`src/mwg_pkg.sv`:
```
// Shared types, constants and the sine table of the multi-waveform sample generator.
// Used by mwg_div, mwg_ctrl, mwg_datapath and the top level; depends on nothing else.
`default_nettype none
package mwg_pkg;

  // Register widths
  localparam int RATE_W  = 20;
  localparam int FREQ_W  = 15;
  localparam int LEVEL_W = 8;
  localparam int PHASE_W = 16;

  // Configuration port
  localparam int CFG_IDX_W  = 3;
  localparam int CFG_DATA_W = 20;

  localparam logic [CFG_IDX_W-1:0] REG_SAMPLE_RATE    = 3'd0;
  localparam logic [CFG_IDX_W-1:0] REG_TONE_FREQUENCY = 3'd1;
  localparam logic [CFG_IDX_W-1:0] REG_WAVE_SHAPE     = 3'd2;
  localparam logic [CFG_IDX_W-1:0] REG_MIN_LEVEL      = 3'd3;
  localparam logic [CFG_IDX_W-1:0] REG_MAX_LEVEL      = 3'd4;

  localparam logic [RATE_W-1:0]  RATE_RST  = 20'd44100;
  localparam logic [FREQ_W-1:0]  FREQ_RST  = 15'd60;
  localparam logic [LEVEL_W-1:0] MIN_RST   = 8'd0;
  localparam logic [LEVEL_W-1:0] MAX_RST   = 8'd255;

  // Stream widths
  localparam int COUNT_W      = 7;
  localparam int IN_TDATA_W   = 8;
  localparam int OUT_TDATA_W  = 16;
  localparam int MAX_SAMPLES  = 64;

  // Sine table
  localparam int SINE_DEPTH = 256;
  localparam int SINE_IDX_W = $clog2(SINE_DEPTH);
  localparam int SINE_W     = 16;

  // Divider sizing: triangle quotient needs LEVEL_W+1 bits, sine index SINE_IDX_W bits
  localparam int SAMPLE_QW  = (SINE_IDX_W > LEVEL_W + 1) ? SINE_IDX_W : LEVEL_W + 1;
  localparam int TRI_NUM_W  = LEVEL_W + PHASE_W + 3;
  localparam int SINE_NUM_W = PHASE_W + SINE_IDX_W;
  localparam int DIV_NUM_W  = (TRI_NUM_W > SINE_NUM_W) ? TRI_NUM_W : SINE_NUM_W;
  localparam int DIV_DEN_W  = PHASE_W + 1;
  localparam int DIV_Q_W    = (RATE_W > SAMPLE_QW) ? RATE_W : SAMPLE_QW;
  localparam int DIV_SH_W   = DIV_DEN_W + DIV_Q_W - 1;
  localparam int DIV_CNT_W  = $clog2(DIV_Q_W);
  localparam int PERIOD_TOP = RATE_W - 1;
  localparam int SAMPLE_TOP = SAMPLE_QW - 1;

  typedef enum logic [1:0] {
    SHAPE_SINE     = 2'd0,
    SHAPE_SQUARE   = 2'd1,
    SHAPE_TRIANGLE = 2'd2,
    SHAPE_SAWTOOTH = 2'd3
  } shape_t;

  // Controller to datapath
  typedef struct packed {
    logic accept;
    logic period_start;
    logic period_load;
    logic wrap;
    logic mul;
    logic div_start;
    logic level_calc;
    logic emit;
  } ctrl_cmd_t;

  // Datapath to controller
  typedef struct packed {
    logic req_empty;
    logic div_done;
    logic out_free;
    logic last_sample;
  } ctrl_sts_t;

  typedef logic [SINE_W-1:0] sine_tab_t [SINE_DEPTH];

  localparam longint unsigned ONE_Q30     = 64'd1 << 30;
  localparam longint unsigned HALF_PI_Q30 = 64'd1686629713;

  // shift-and-subtract long division for the series terms
  function automatic longint unsigned udiv64(input longint unsigned num,
                                             input longint unsigned den);
    longint unsigned q, r;
    q = '0;
    r = '0;
    for (int b = 63; b >= 0; b--) begin
      r = {r[62:0], num[b]};
      if (r >= den) begin
        r    = r - den;
        q[b] = 1'b1;
      end
    end
    return q;
  endfunction

  // (sin + 1) / 2 in Q0.16 from an integer Taylor series, evaluated at elaboration
  function automatic logic [SINE_W-1:0] sine_entry(input longint unsigned i);
    longint unsigned q4, quad, rem, x, term, d, y;
    longint sum;
    logic cos_f;
    q4    = 4 * i;
    quad  = q4 / SINE_DEPTH;
    rem   = q4 - quad * SINE_DEPTH;
    x     = HALF_PI_Q30 * rem / SINE_DEPTH;
    cos_f = quad[0];
    term  = cos_f ? ONE_Q30 : x;
    sum   = longint'(term);
    for (int k = 0; k < 7; k++) begin
      d = cos_f ? longint'((2 * k + 1) * (2 * k + 2)) : longint'((2 * k + 2) * (2 * k + 3));
      term = (term * x) >> 30;
      term = (term * x) >> 30;
      term = udiv64(term, d);
      if ((k % 2) == 0) begin
        sum = sum - longint'(term);
      end else begin
        sum = sum + longint'(term);
      end
    end
    if (quad >= 2) begin
      sum = -sum;
    end
    if (sum > longint'(ONE_Q30)) begin
      sum = longint'(ONE_Q30);
    end
    if (sum < -longint'(ONE_Q30)) begin
      sum = -longint'(ONE_Q30);
    end
    y = (longint'(sum + longint'(ONE_Q30)) + 64'd16384) >> 15;
    if (y > 64'd65535) begin
      y = 64'd65535;
    end
    return y[SINE_W-1:0];
  endfunction

  function automatic sine_tab_t build_sine_tab();
    sine_tab_t tab;
    for (int i = 0; i < SINE_DEPTH; i++) begin
      tab[i] = sine_entry(longint'(i));
    end
    return tab;
  endfunction

  localparam sine_tab_t SINE_TAB = build_sine_tab();

endpackage
`default_nettype wire

```
`src/mwg_div.sv`:
```
// Restoring divider, one quotient bit per cycle, shared by the period and level divisions.
// Depends on mwg_pkg for its widths.
`default_nettype none
module mwg_div (
  input  wire logic                           clk,
  input  wire logic                           rst_n,
  input  wire logic                           start,
  input  wire logic                           wide,   // period division: more quotient bits
  input  wire logic [mwg_pkg::DIV_NUM_W-1:0]  num,
  input  wire logic [mwg_pkg::DIV_DEN_W-1:0]  den,
  output logic                                done,
  output logic [mwg_pkg::DIV_Q_W-1:0]         quo
);

  logic [mwg_pkg::DIV_NUM_W-1:0] rem_r;
  logic [mwg_pkg::DIV_SH_W-1:0]  dsh_r;
  logic [mwg_pkg::DIV_Q_W-1:0]   q_r;
  logic [mwg_pkg::DIV_CNT_W-1:0] cnt_r;
  logic                          busy_r;
  logic                          done_r;
  logic                          ge;

  assign ge = mwg_pkg::DIV_SH_W'(rem_r) >= dsh_r;

  always_ff @(posedge clk) begin
    if (!rst_n) begin
      busy_r <= 1'b0;
      done_r <= 1'b0;
      cnt_r  <= '0;
    end else begin
      done_r <= 1'b0;
      if (start) begin
        busy_r <= 1'b1;
        cnt_r  <= wide ? mwg_pkg::DIV_CNT_W'(mwg_pkg::PERIOD_TOP)
                       : mwg_pkg::DIV_CNT_W'(mwg_pkg::SAMPLE_TOP);
      end else if (busy_r) begin
        cnt_r <= cnt_r - 1'b1;
        if (cnt_r == '0) begin
          busy_r <= 1'b0;
          done_r <= 1'b1;
        end
      end
    end
  end

  // numerator is known to be below den << (top + 1), so top + 1 quotient bits suffice
  always_ff @(posedge clk) begin
    if (start) begin
      rem_r <= num;
      q_r   <= '0;
      dsh_r <= wide ? (mwg_pkg::DIV_SH_W'(den) << mwg_pkg::PERIOD_TOP)
                    : (mwg_pkg::DIV_SH_W'(den) << mwg_pkg::SAMPLE_TOP);
    end else if (busy_r) begin
      if (ge) begin
        rem_r <= rem_r - dsh_r[mwg_pkg::DIV_NUM_W-1:0];
      end
      q_r   <= {q_r[mwg_pkg::DIV_Q_W-2:0], ge};
      dsh_r <= dsh_r >> 1;
    end
  end

  assign done = done_r;
  assign quo  = q_r;

endmodule
`default_nettype wire

```
`src/mwg_ctrl.sv`:
```
// Sample generator sequencer: period division per non-empty request, then per-sample steps.
// Depends on mwg_pkg for the command and status structs.
`default_nettype none
module mwg_ctrl (
  input  wire logic               clk,
  input  wire logic               rst_n,
  input  wire logic               in_tvalid,
  output logic                    in_tready,
  input  wire mwg_pkg::ctrl_sts_t sts,
  output mwg_pkg::ctrl_cmd_t      cmd
);

  typedef enum logic [7:0] {
    S_IDLE   = 8'b0000_0001,
    S_PDIV   = 8'b0000_0010,
    S_WRAP   = 8'b0000_0100,
    S_MUL    = 8'b0000_1000,
    S_DSTART = 8'b0001_0000,
    S_DWAIT  = 8'b0010_0000,
    S_LEVEL  = 8'b0100_0000,
    S_EMIT   = 8'b1000_0000
  } state_t;

  state_t state_r, state_nxt;

  always_comb begin
    cmd       = '0;
    state_nxt = state_r;
    unique case (state_r)
      S_IDLE: begin
        if (in_tvalid) begin
          cmd.accept = 1'b1;
          if (!sts.req_empty) begin
            cmd.period_start = 1'b1;
            state_nxt        = S_PDIV;
          end
        end
      end
      S_PDIV: begin
        if (sts.div_done) begin
          cmd.period_load = 1'b1;
          state_nxt       = S_WRAP;
        end
      end
      S_WRAP: begin
        cmd.wrap  = 1'b1;
        state_nxt = S_MUL;
      end
      S_MUL: begin
        cmd.mul   = 1'b1;
        state_nxt = S_DSTART;
      end
      S_DSTART: begin
        cmd.div_start = 1'b1;
        state_nxt     = S_DWAIT;
      end
      S_DWAIT: begin
        if (sts.div_done) begin
          state_nxt = S_LEVEL;
        end
      end
      S_LEVEL: begin
        cmd.level_calc = 1'b1;
        state_nxt      = S_EMIT;
      end
      S_EMIT: begin
        if (sts.out_free) begin
          cmd.emit  = 1'b1;
          state_nxt = sts.last_sample ? S_IDLE : S_WRAP;
        end
      end
      default: state_nxt = S_IDLE;
    endcase
  end

  always_ff @(posedge clk) begin
    if (!rst_n) begin
      state_r <= S_IDLE;
    end else begin
      state_r <= state_nxt;
    end
  end

  assign in_tready = (state_r == S_IDLE);

endmodule
`default_nettype wire

```
`src/mwg_datapath.sv`:
```
// Datapath: configuration registers, period and phase, level arithmetic, output register.
// Depends on mwg_pkg and instantiates mwg_div.
`default_nettype none
module mwg_datapath (
  input  wire logic                             clk,
  input  wire logic                             rst_n,
  input  wire logic                             cfg_we,
  input  wire logic [mwg_pkg::CFG_IDX_W-1:0]    cfg_index,
  input  wire logic [mwg_pkg::CFG_DATA_W-1:0]   cfg_wdata,
  input  wire logic [mwg_pkg::IN_TDATA_W-1:0]   in_tdata,
  input  wire mwg_pkg::ctrl_cmd_t               cmd,
  output mwg_pkg::ctrl_sts_t                    sts,
  output logic                                  out_tvalid,
  input  wire logic                             out_tready,
  output logic [mwg_pkg::OUT_TDATA_W-1:0]       out_tdata,
  output logic                                  out_tlast
);

  localparam int LW   = mwg_pkg::LEVEL_W;
  localparam int PW   = mwg_pkg::PHASE_W;
  localparam int LVW  = LW + 2;
  localparam int SPW  = LW + mwg_pkg::SINE_W + 1;

  logic [mwg_pkg::RATE_W-1:0]  rate_r;
  logic [mwg_pkg::FREQ_W-1:0]  freq_r;
  mwg_pkg::shape_t             shape_r;
  logic [LW-1:0]               min_r, max_r;

  logic [mwg_pkg::COUNT_W-1:0] count_r, req_cnt;
  logic [PW-1:0]               phase_r, period_r, half;
  logic [LW+PW-1:0]            prod_r;
  logic [LW-1:0]               range, level_r, level_nxt;
  logic                        out_tvalid_r, out_tlast_r;
  logic [mwg_pkg::OUT_TDATA_W-1:0] out_tdata_r;

  logic                            div_start, div_done;
  logic [mwg_pkg::DIV_NUM_W-1:0]   div_num, sample_num;
  logic [mwg_pkg::DIV_DEN_W-1:0]   div_den;
  logic [mwg_pkg::DIV_Q_W-1:0]     quo;
  logic [mwg_pkg::FREQ_W-1:0]      freq_nz;

  logic [mwg_pkg::SINE_W-1:0]  sine_t;
  logic [SPW-1:0]              sine_rnd;
  logic [LVW-1:0]              lvl, qv, m_x, r_x;

  always_ff @(posedge clk) begin
    if (!rst_n) begin
      rate_r  <= mwg_pkg::RATE_RST;
      freq_r  <= mwg_pkg::FREQ_RST;
      shape_r <= mwg_pkg::SHAPE_SINE;
      min_r   <= mwg_pkg::MIN_RST;
      max_r   <= mwg_pkg::MAX_RST;
    end else if (cfg_we) begin
      unique case (cfg_index)
        mwg_pkg::REG_SAMPLE_RATE:    rate_r  <= cfg_wdata[mwg_pkg::RATE_W-1:0];
        mwg_pkg::REG_TONE_FREQUENCY: freq_r  <= cfg_wdata[mwg_pkg::FREQ_W-1:0];
        mwg_pkg::REG_WAVE_SHAPE:     shape_r <= mwg_pkg::shape_t'(cfg_wdata[1:0]);
        mwg_pkg::REG_MIN_LEVEL:      min_r   <= cfg_wdata[LW-1:0];
        mwg_pkg::REG_MAX_LEVEL:      max_r   <= cfg_wdata[LW-1:0];
        default: ;
      endcase
    end
  end

  // inverted levels collapse to a flat output at min
  assign range   = (max_r >= min_r) ? (max_r - min_r) : '0;
  assign freq_nz = (freq_r == '0) ? mwg_pkg::FREQ_W'(1) : freq_r;
  assign req_cnt = in_tdata[mwg_pkg::COUNT_W-1:0];
  assign half    = period_r >> 1;

  // Divider operands: sine index p*DEPTH/P, ramps use round-half-up (2N+D)/(2D)
  always_comb begin
    unique case (shape_r)
      mwg_pkg::SHAPE_SINE:
        sample_num = mwg_pkg::DIV_NUM_W'({phase_r, mwg_pkg::SINE_IDX_W'(0)});
      mwg_pkg::SHAPE_TRIANGLE:
        sample_num = mwg_pkg::DIV_NUM_W'({prod_r, 2'b00}) + mwg_pkg::DIV_NUM_W'(period_r);
      mwg_pkg::SHAPE_SQUARE,
      mwg_pkg::SHAPE_SAWTOOTH:
        sample_num = mwg_pkg::DIV_NUM_W'({prod_r, 1'b0}) + mwg_pkg::DIV_NUM_W'(period_r);
    endcase
  end

  assign div_start = cmd.period_start | cmd.div_start;
  assign div_num   = cmd.period_start ? mwg_pkg::DIV_NUM_W'(rate_r) : sample_num;
  assign div_den   = cmd.period_start ? mwg_pkg::DIV_DEN_W'(freq_nz)
                   : (shape_r == mwg_pkg::SHAPE_SINE) ? mwg_pkg::DIV_DEN_W'(period_r)
                   : {period_r, 1'b0};

  mwg_div u_div (
    .clk   (clk),
    .rst_n (rst_n),
    .start (div_start),
    .wide  (cmd.period_start),
    .num   (div_num),
    .den   (div_den),
    .done  (div_done),
    .quo   (quo)
  );

  // Level from the quotient; sums kept two bits wide of the level, low byte taken
  assign sine_t   = mwg_pkg::SINE_TAB[quo[mwg_pkg::SINE_IDX_W-1:0]];
  assign sine_rnd = SPW'(range * sine_t) + SPW'(32768);
  assign qv       = LVW'(quo[mwg_pkg::SAMPLE_QW-1:0]);
  assign m_x      = LVW'(min_r);
  assign r_x      = LVW'(range);

  always_comb begin
    unique case (shape_r)
      mwg_pkg::SHAPE_SINE:
        lvl = m_x + LVW'(sine_rnd[SPW-1:mwg_pkg::SINE_W]);
      mwg_pkg::SHAPE_SQUARE: begin
        if (phase_r < half) begin
          lvl = m_x + r_x;
        end else if (phase_r > half) begin
          lvl = m_x;
        end else begin
          lvl = m_x + (r_x >> 1);
        end
      end
      mwg_pkg::SHAPE_TRIANGLE: begin
        if (phase_r < half) begin
          lvl = m_x + qv;
        end else begin
          lvl = m_x + (r_x << 1) - qv;
        end
      end
      mwg_pkg::SHAPE_SAWTOOTH:
        lvl = m_x + qv;
    endcase
  end

  assign level_nxt = lvl[LW-1:0];

  always_ff @(posedge clk) begin
    if (!rst_n) begin
      count_r <= '0;
      phase_r <= '0;
    end else begin
      if (cmd.accept) begin
        count_r <= (req_cnt > mwg_pkg::COUNT_W'(mwg_pkg::MAX_SAMPLES))
                 ? mwg_pkg::COUNT_W'(mwg_pkg::MAX_SAMPLES) : req_cnt;
      end else if (cmd.emit) begin
        count_r <= count_r - 1'b1;
      end
      if (cmd.wrap && (phase_r >= period_r)) begin
        phase_r <= '0;
      end else if (cmd.emit) begin
        phase_r <= phase_r + 1'b1;
      end
    end
  end

  // period clamped to [1, 2^PHASE_W - 1]
  always_ff @(posedge clk) begin
    if (cmd.period_load) begin
      if (quo == '0) begin
        period_r <= PW'(1);
      end else if (quo[mwg_pkg::DIV_Q_W-1:PW] != '0) begin
        period_r <= '1;
      end else begin
        period_r <= quo[PW-1:0];
      end
    end
    if (cmd.mul) begin
      prod_r <= range * phase_r;
    end
    if (cmd.level_calc) begin
      level_r <= level_nxt;
    end
  end

  always_ff @(posedge clk) begin
    if (!rst_n) begin
      out_tvalid_r <= 1'b0;
    end else if (cmd.emit) begin
      out_tvalid_r <= 1'b1;
    end else if (out_tready) begin
      out_tvalid_r <= 1'b0;
    end
  end

  always_ff @(posedge clk) begin
    if (cmd.emit) begin
      out_tdata_r <= {level_r, LW'(0)};
      out_tlast_r <= (count_r == mwg_pkg::COUNT_W'(1));
    end
  end

  assign sts.req_empty   = (req_cnt == '0);
  assign sts.div_done    = div_done;
  assign sts.out_free    = !out_tvalid_r || out_tready;
  assign sts.last_sample = (count_r == mwg_pkg::COUNT_W'(1));

  assign out_tvalid = out_tvalid_r;
  assign out_tdata  = out_tdata_r;
  assign out_tlast  = out_tlast_r;

  a_wrap_in_range: assert property (@(posedge clk) disable iff (!rst_n)
    cmd.wrap |=> (phase_r < period_r))
    else $error("phase not below period after wrap");

  a_period_nonzero: assert property (@(posedge clk) disable iff (!rst_n)
    cmd.period_load |=> (period_r != '0))
    else $error("period loaded as zero");

  a_sample_quo_narrow: assert property (@(posedge clk) disable iff (!rst_n)
    cmd.level_calc |-> (quo[mwg_pkg::DIV_Q_W-1:mwg_pkg::SAMPLE_QW] == '0))
    else $error("level quotient overflow");

  a_emit_no_overwrite: assert property (@(posedge clk) disable iff (!rst_n)
    cmd.emit |-> (!out_tvalid_r || out_tready))
    else $error("item overwritten in output register");

endmodule
`default_nettype wire

```
`src/multi_waveform_sample_generator.sv`:
```
// Top level of the multi-waveform sample generator: controller plus datapath.
// Depends on mwg_pkg, mwg_ctrl, mwg_datapath (and through it mwg_div).
//
// Each input item asks for sample_count (1..64, larger values saturate to 64, zero gives
// nothing) consecutive DAC samples of a sine, square, triangle or sawtooth wave between
// min_level and max_level, one output item per sample with the level in the upper byte and
// tlast on the final one. The phase counter carries over between requests. A non-empty
// request first passes the accepting step and the 20-step division of sample_rate by
// tone_frequency into the period; every sample then passes the wrap, multiply and start
// steps, the one-bit-per-cycle divider that scales the phase (9 steps and a done strobe),
// then the level and output steps, the output step waiting while the output is held back.
// One request is worked on at a time. Configuration is written through cfg_we/cfg_index/
// cfg_wdata; the user must write only while the block is idle, unchecked by the block.
`default_nettype none
module multi_waveform_sample_generator (
  input  wire logic                             clk,
  input  wire logic                             rst_n,
  input  wire logic                             cfg_we,
  input  wire logic [mwg_pkg::CFG_IDX_W-1:0]    cfg_index,
  input  wire logic [mwg_pkg::CFG_DATA_W-1:0]   cfg_wdata,
  input  wire logic                             in_tvalid,
  output logic                                  in_tready,
  input  wire logic [mwg_pkg::IN_TDATA_W-1:0]   in_tdata,   // [6:0] sample_count, [7] zero
  output logic                                  out_tvalid,
  input  wire logic                             out_tready,
  output logic [mwg_pkg::OUT_TDATA_W-1:0]       out_tdata,  // [15:0] dac_word
  output logic                                  out_tlast
);

  mwg_pkg::ctrl_cmd_t cmd;
  mwg_pkg::ctrl_sts_t sts;

  mwg_ctrl u_ctrl (
    .clk       (clk),
    .rst_n     (rst_n),
    .in_tvalid (in_tvalid),
    .in_tready (in_tready),
    .sts       (sts),
    .cmd       (cmd)
  );

  mwg_datapath u_dp (
    .clk        (clk),
    .rst_n      (rst_n),
    .cfg_we     (cfg_we),
    .cfg_index  (cfg_index),
    .cfg_wdata  (cfg_wdata),
    .in_tdata   (in_tdata),
    .cmd        (cmd),
    .sts        (sts),
    .out_tvalid (out_tvalid),
    .out_tready (out_tready),
    .out_tdata  (out_tdata),
    .out_tlast  (out_tlast)
  );

endmodule
`default_nettype wire

```
`config.mk`:
```
export PLATFORM = sky130hd
export DESIGN_NAME = multi_waveform_sample_generator
export DESIGN_NICKNAME = d
export VERILOG_FILES = /design/src/mwg_pkg.sv /design/src/mwg_div.sv /design/src/mwg_ctrl.sv /design/src/mwg_datapath.sv /design/src/multi_waveform_sample_generator.sv
export SDC_FILE = /design/constraint.sdc
export NUM_CORES = 2
export LEC_CHECK = 0
export BUFFER_PORTS_ARGS = -buffer_cell sky130_fd_sc_hd__buf_2
export CAP_MARGIN = 30
export CORE_MARGIN = 8
export CORE_UTILIZATION = 40
export DETAILED_ROUTE_END_ITERATION = 7
export PLACE_DENSITY = 0.53
export SYNTH_ARGS = -nofsm -noshare
export SYNTH_HDL_FRONTEND = slang
export SYNTH_SLANG_ARGS = --single-unit
```
`constraint.sdc`:
```
create_clock -name clk -period 7.8 [get_ports clk]
set_input_delay 1.56 -clock clk [delete_from_list [all_inputs] [get_ports clk]]
set_output_delay 1.56 -clock clk [all_outputs]
set_load 0.005 [all_outputs]
```
* Word-level counts from Yosys, hierarchy flattened *
Memory sizes are Yosys's and may differ from the RTL's.
Cells that the tools add are included.
Widths: inputs -> output; s select.

word-level totals
  flip-flop bits (word level) = 232
  memory bits (read-only) = 4,096
  bits of input ports = 36
  output and inout port bits = 19
  word-level logic and storage cells = 144
  memories kept = 1

memory list
  name              depth  bits a word  rd ports  clocked after Yosys merged registers in  wr ports  line                 RTL
  (name not given)  256    16           1         0                                        0         mwg_datapath.sv:102  assign sine_t = mwg_pkg::SINE_TAB[quo[mwg_pkg::SINE_IDX_W-1:0]];

cells by class
  add/subtract/negate cells = 14
  $mul = 2
  magnitude comparators = 7
  equality and inequality tests = 21
  muxes and demuxes = 49
  bitwise operators = 4
  reductions and logical operators = 25

operators with widths
  operator                number
  $mux 27                 4
  $mux 36                 3
  $pmux 27 s3             1
  $mux 8                  9
  $pmux 8 s8              1
  $mul 8x16->24           2
  $mux 16                 3
  $ge 27x36->1            1
  $mux 17                 2
  $add 8x8->8             4
  $pmux 8 s4              1
  $add 26x16->27          1
  $sub 27x27->27          1
  $add 25x16->26          1
  $add 24x16->24 const B  1
  $mux 7                  3
  $logic_not 20->1        1
  $add 16x1->16 const B   1
  $ge 16x16->1            1
  $gt 16x15->1            1
  $lt 16x15->1            1
  $sub 8x8->8             2
  $logic_not 15->1        1
  $mux 1                  15
  other kinds (42)        61

* Depth between registers and ports, before layout *
  depth in word-level cells = 8
  gate-level depth with buffers = 39
  gate-level depth less buffers = 37

* Modules after synthesis *
From an unflattened synthesis, not the netlist that was laid out.

second synthesis, totals
  cells, all modules = 3,513
  area, all modules = 28,366.0 um2

by module, submodules not included
  module        times used  cells an instance  area an instance (um2)  seq. area each (um2)
  mwg_datapath  1           2,907              22,670.5                3,253.1
  mwg_div       1           539                5,175.0                 2,432.3
  mwg_ctrl      1           67                 520.5                   160.2

* Worst setup path after synthesis *
No wires, ideal clock.

  kind = reg2reg
  start = register u_dp.u_div.q_r, in the netlist u_dp.u_div.quo[1]
  end = register u_dp.level_r[7] (data pin)
  library setup time = 0.264 ns
  arrival time = 7.884 ns
  required time = 7.536 ns
  path slack = -0.348 ns
  stages on the path, launching flop included = 34
  path buffers = 1
  period minus slack after synthesis = 8.148 ns
  cell sequence = dfxtp_1 > inv_1 > clkbuf_1 > ha_1 > nor2b_1 > o21ai_0 > o211ai_1 > nand3_1 > nand3_1 > o21ai_0 > a221oi_1 > nand2b_1 > fa_1 > inv_1 > fa_1 > fa_1 > inv_1 > fa_1 > inv_1 > ha_1 > o21a_1 > o21ai_0 > o31ai_1 > a211oi_1 > xnor2_1 > ha_1 > a21o_1 > a21oi_1 > o21ai_0 > o41ai_1 > xnor2_1 > and3_1 > o21ai_0 > a21boi_0

on the way
  cells in the longest elaborated chain, start to end = 8
  elaborated cells between the ends (all ways) = 11
  those cells by class = add/sub (4); mul (1); mux (4); bitwise (1); memory (1)

ends and longest elaborated chain
  item                                        line                 RTL
  from (decl)                                 mwg_div.sv:17        logic [mwg_pkg::DIV_Q_W-1:0] q_r;
  from (signal assigned)                      mwg_div.sv:57        q_r <= {q_r[mwg_pkg::DIV_Q_W-2:0], ge};
  $not 8->9 (implied by the code)             mwg_datapath.sv:102
  $mem_v2 256x16                              n/a
  $mux 16 (implied by the code) (2 in a row)  mwg_datapath.sv:102
  $mul 8x16->24                               mwg_datapath.sv:103  assign sine_rnd = SPW'(range * sine_t) + SPW'(32768);
  $add 24x16->24                              mwg_datapath.sv:103
  $add 8x8->8                                 mwg_datapath.sv:111  lvl = m_x + LVW'(sine_rnd[SPW-1:mwg_pkg::SINE_W]);
  $pmux 8 s4 (*)                              mwg_datapath.sv:109  unique case (shape_r)
  via u_dp.lvl[7]                             mwg_datapath.sv:44   logic [LVW-1:0] lvl, qv, m_x, r_x;
  to (signal assigned)                        mwg_datapath.sv:169  level_r <= level_nxt;
  to (decl)                                   mwg_datapath.sv:32   logic [LW-1:0] range, level_r, level_nxt;

The timed path passes the listed nets; every way through them passes the cells marked *. The select of a mux whose other input is x is not followed.
A chain may end at the register's enable or synchronous reset.

* Worst setup path after layout *
  start = register u_dp.u_div.q_r, in the netlist u_dp.u_div.quo[0]
  end = register u_dp.level_r[6] (data pin)

The elaborated chain is that of the path after synthesis.

==> flow_summary.json <==
{
  "netlist_area_um2": 27370,
  "track_usage_pct": 28.54,
  "placementRows": 96,
  "ys_ff_latch": 232,
  "drt_wl_total_mm": 114.2,
  "cp_slowest_stage_delay_ns": 0.52,
  "fmax_mhz": 125.9,
  "wl_per_cell_um": 24.25,
  "port_buffers": 45,
  "postLayoutCellArea_um2": 34860,
  "dp_hpwl_mm": 88.62,
  "synth_flop_cell": "edfxtp_1",
  "status": "finished with violations",
  "cts_tree": "yes",
  "crit_family": "adder cells",
  "maxCapViolCount": 0,
  "hp-class": "flip-flop to flip-flop",
  "antenna-diode-count": 0,
  "place_inst": 4596,
  "die_x_um": 277.6,
  "drtIter0Drc": 2239,
  "drive_gt1_share_pct": 24.58,
  "register_area_um2": 5861,
  "fin_skew_ns": 0.01095,
  "synth_edf_count": 120,
  "fp.dieArea_um2": 77050,
  "grt_pass1_wl_mm": 171.7,
  "fin_crit_sh_pct": 101.8,
  "whs_ns": 0.4219,
  "synth.avg_cell_area_um2": 8.100,
  "io_pins": 55,
  "synthCells": 3379,
  "routabilityCongestion": 0.9972,
  "ys_seq_area_share_pct": 21.36,
  "ir_drop_mv": 0.1644,
  "p_per_area_nw_per_um2": 121.5,
  "yosysWarnings": 0,
  "grt_pass1_vias": 28370,
  "grt_overflow": 0,
  "yosys.cell_count.top_type": "nand2_1",
  "num_vias": 27640,
  "crit_type": "flip-flop to flip-flop",
  "fin_ws_ns": -0.1441,
  "synthTopCellsByCount": "nand2_1 (428), nor2_1 (290), inv_1 (273)",
  "cts_hold_buf": 0,
  "crit_buf_inv": 8,
  "maxSlewHeadroom_pct": 34.60,
  "power.leakage_nw": 15.90,
  "synth_area_leaders": "fa_1 (13%), edfxtp_1 (13%), ha_1 (11%), dfxtp_1 (8.2%), nand2_1 (5.9%)",
  "fin_nets": 4280,
  "vias_per_cell": 5.866,
  "nFillCells": 6579,
  "drv_slew": 0,
  "crit_arrival_ns": 8.20,
  "p_clk_share_pct": 26.6,
  "rsz0062_at_grt": "true",
  "multi_input_area_um2": 21030,
  "finalSetupViolCount": 3,
  "wl_met3_mm": 5.556,
  "worstPathRequired_ns": 8.05,
  "fin_cells": 4711,
  "yosysTopAreaCell": "fa_1",
  "p_sw_share_pct": 34.74,
  "drcViolationCount": 0,
  "worstSkewPairLatency_ns": 0.55,
  "async_flop_share_pct": 0,
  "antenna_found_initial": 1,
  "syn2layout_area_growth_pct": 27.37,
  "synth.lib_cells_used.distinct": 87,
  "coreArea_um2": 68230,
  "cp_common_cell": "fa_1",
  "ant_nets": 0,
  "die_h_um": 277.6,
  "worst_pin_slew_ns": 0.9810,
  "start_util_pct": 40.12,
  "wl_met2_mm": 55.89,
  "clockBufferDepth": 3,
  "grt_max_degree": 89,
  "clk_pin_slew_worst_paths_ns": 0.06,
  "dr.pass1.iters": 8,
  "hold_viol_final": 0,
  "p_total_mw": 4.234,
  "violations": "setup timing",
  "cts_root_buf": "clkbuf_16",
  "end_kind": "flip-flop",
  "numCtsBuffers": 24,
  "netlist.area_leader.share_pct": 13.31,
  "crit_fanout": 6,
  "combPwrFrac_pct": 37.5,
  "seq_power_share_pct": 35.9,
  "switching_power_mw": 1.471,
  "wl_met1_mm": 45.92,
  "fin_crit_ns": 7.944,
  "cp-start-kind": "flip-flop",
  "place_area_um2": 31890,
  "cts.sinks": 232,
  "htreeDepth": 1,
  "top_layer": "met4",
  "power.internal_mw": 2.763,
  "worst_path_max_delay_cell": "fa_1",
  "pre_cts_ws_ns": -1.156
}
## per-stage QoR
stage	TNS [ns]	util [%]
CTS	-0.2079	49.46
floorplan	0	-
detailed placement	-5.438	46.74
global placement	-4.914	46.74
finish	-0.1763	51.09
global route	-1.348	51.09
## final cells by class
cell class,count,area share (%)
multi-input cells,2670,60.33
flip-flops and latches,232,16.81
repair buffers,604,14.46
well taps,882,3.166
inverters,279,3.090
clock buffers,39,2.028
clock inverters,5,0.1149
## cell usage in the layout, fill, tap and decap left out, drive strengths merged, types with 10 or more instances in the layout
master  count
a21o       67
nor2      291
inv       274
ha        251
xor2       48
edfxtp    120
a31oi      40
nand2b     68
o211ai     48
nand2     428
o31ai      17
mux2i      40
a21boi     37
a21oi     204
a221o      12
and2       33
o221ai     20
or2        20
buf       602
nor4       18
a32oi      10
o21bai     10
dfxtp     112
o21a       24
a22oi      11
nand4      24
and3       60
nand3      93
o21ai     204
xnor2      91
fa        182
a211oi     31
clkbuf     41
nor2b      46
nor3       65
a211o      14
o311ai     16
or3        15
## final timing paths
check | start | end | slack (ns) | cells past startpoint
setup / recovery | u_dp.u_div.quo[0]$_SDFFE_PN0P_ | u_dp.level_r[6]$_DFFE_PP_ | -0.14 | 36
setup reg to reg | u_dp.u_div.quo[0]$_SDFFE_PN0P_ | u_dp.level_r[6]$_DFFE_PP_ | -0.14 | 36
hold / removal | u_dp.level_r[7]$_DFFE_PP_ | u_dp.out_tdata[15]$_DFFE_PP_ | 0.42 | 0
hold reg to reg | u_dp.level_r[7]$_DFFE_PP_ | u_dp.out_tdata[15]$_DFFE_PP_ | 0.42 | 0
## sequential cells by signal (all words and copies together) (netlist names), 2 cells and up
signal	flops
u_dp.u_div.dsh_r	36
u_dp.u_div.rem_r	27
u_dp.prod_r	24
u_dp.rate_r	20
u_dp.u_div.quo	20
u_dp.period_r	16
u_dp.phase_r	16
u_dp.freq_r	15
u_ctrl.state_r	8
u_dp.level_r	8
u_dp.max_r	8
u_dp.min_r	8
u_dp.out_tdata	8
u_dp.count_r	7
u_dp.u_div.cnt_r	5
u_dp.shape_r	2
## power groups by stage
stage	registers [mW]	clock network [mW]	logic, mW
4_1_cts	1.52	1.15	1.54
3_3_place_gp	1.54	0	1.47
6_report	1.52	1.13	1.59
2_1_floorplan	1.53	0	1.04
3_5_place_dp	1.55	0	1.50
5_1_grt	1.53	1.19	1.75
## per-layer routing
layer,vias up,global-route usage [%]
li1,12700,-
met5,-,0
met4,0,14.34
met3,308,2.143
met1,13660,34.56
met2,971,50.70
## timing repair
action / in CTS / in global routing
gates cloned: 0 / 2
pin swaps: 96 / 131
endpoints found under the setup margin: 8 / 7
gates resized for setup: 228 / 215
setup buffers: 40 / 34
## logic make-up after synthesis
kind of cell	count (synthesis)	share of synthesized area (%)
adder cells (fa/ha/maj)	433	24.79
XOR/XNOR	139	4.476
other	1	0.01370
flip-flops	232	21.36
multiplexers	46	1.916
AND/OR/NAND/NOR	1187	20.12
buffers and inverters	485	6.876
AO/OA/AOI/OAI	856	20.45
Power figures use the tool's default switching activity.
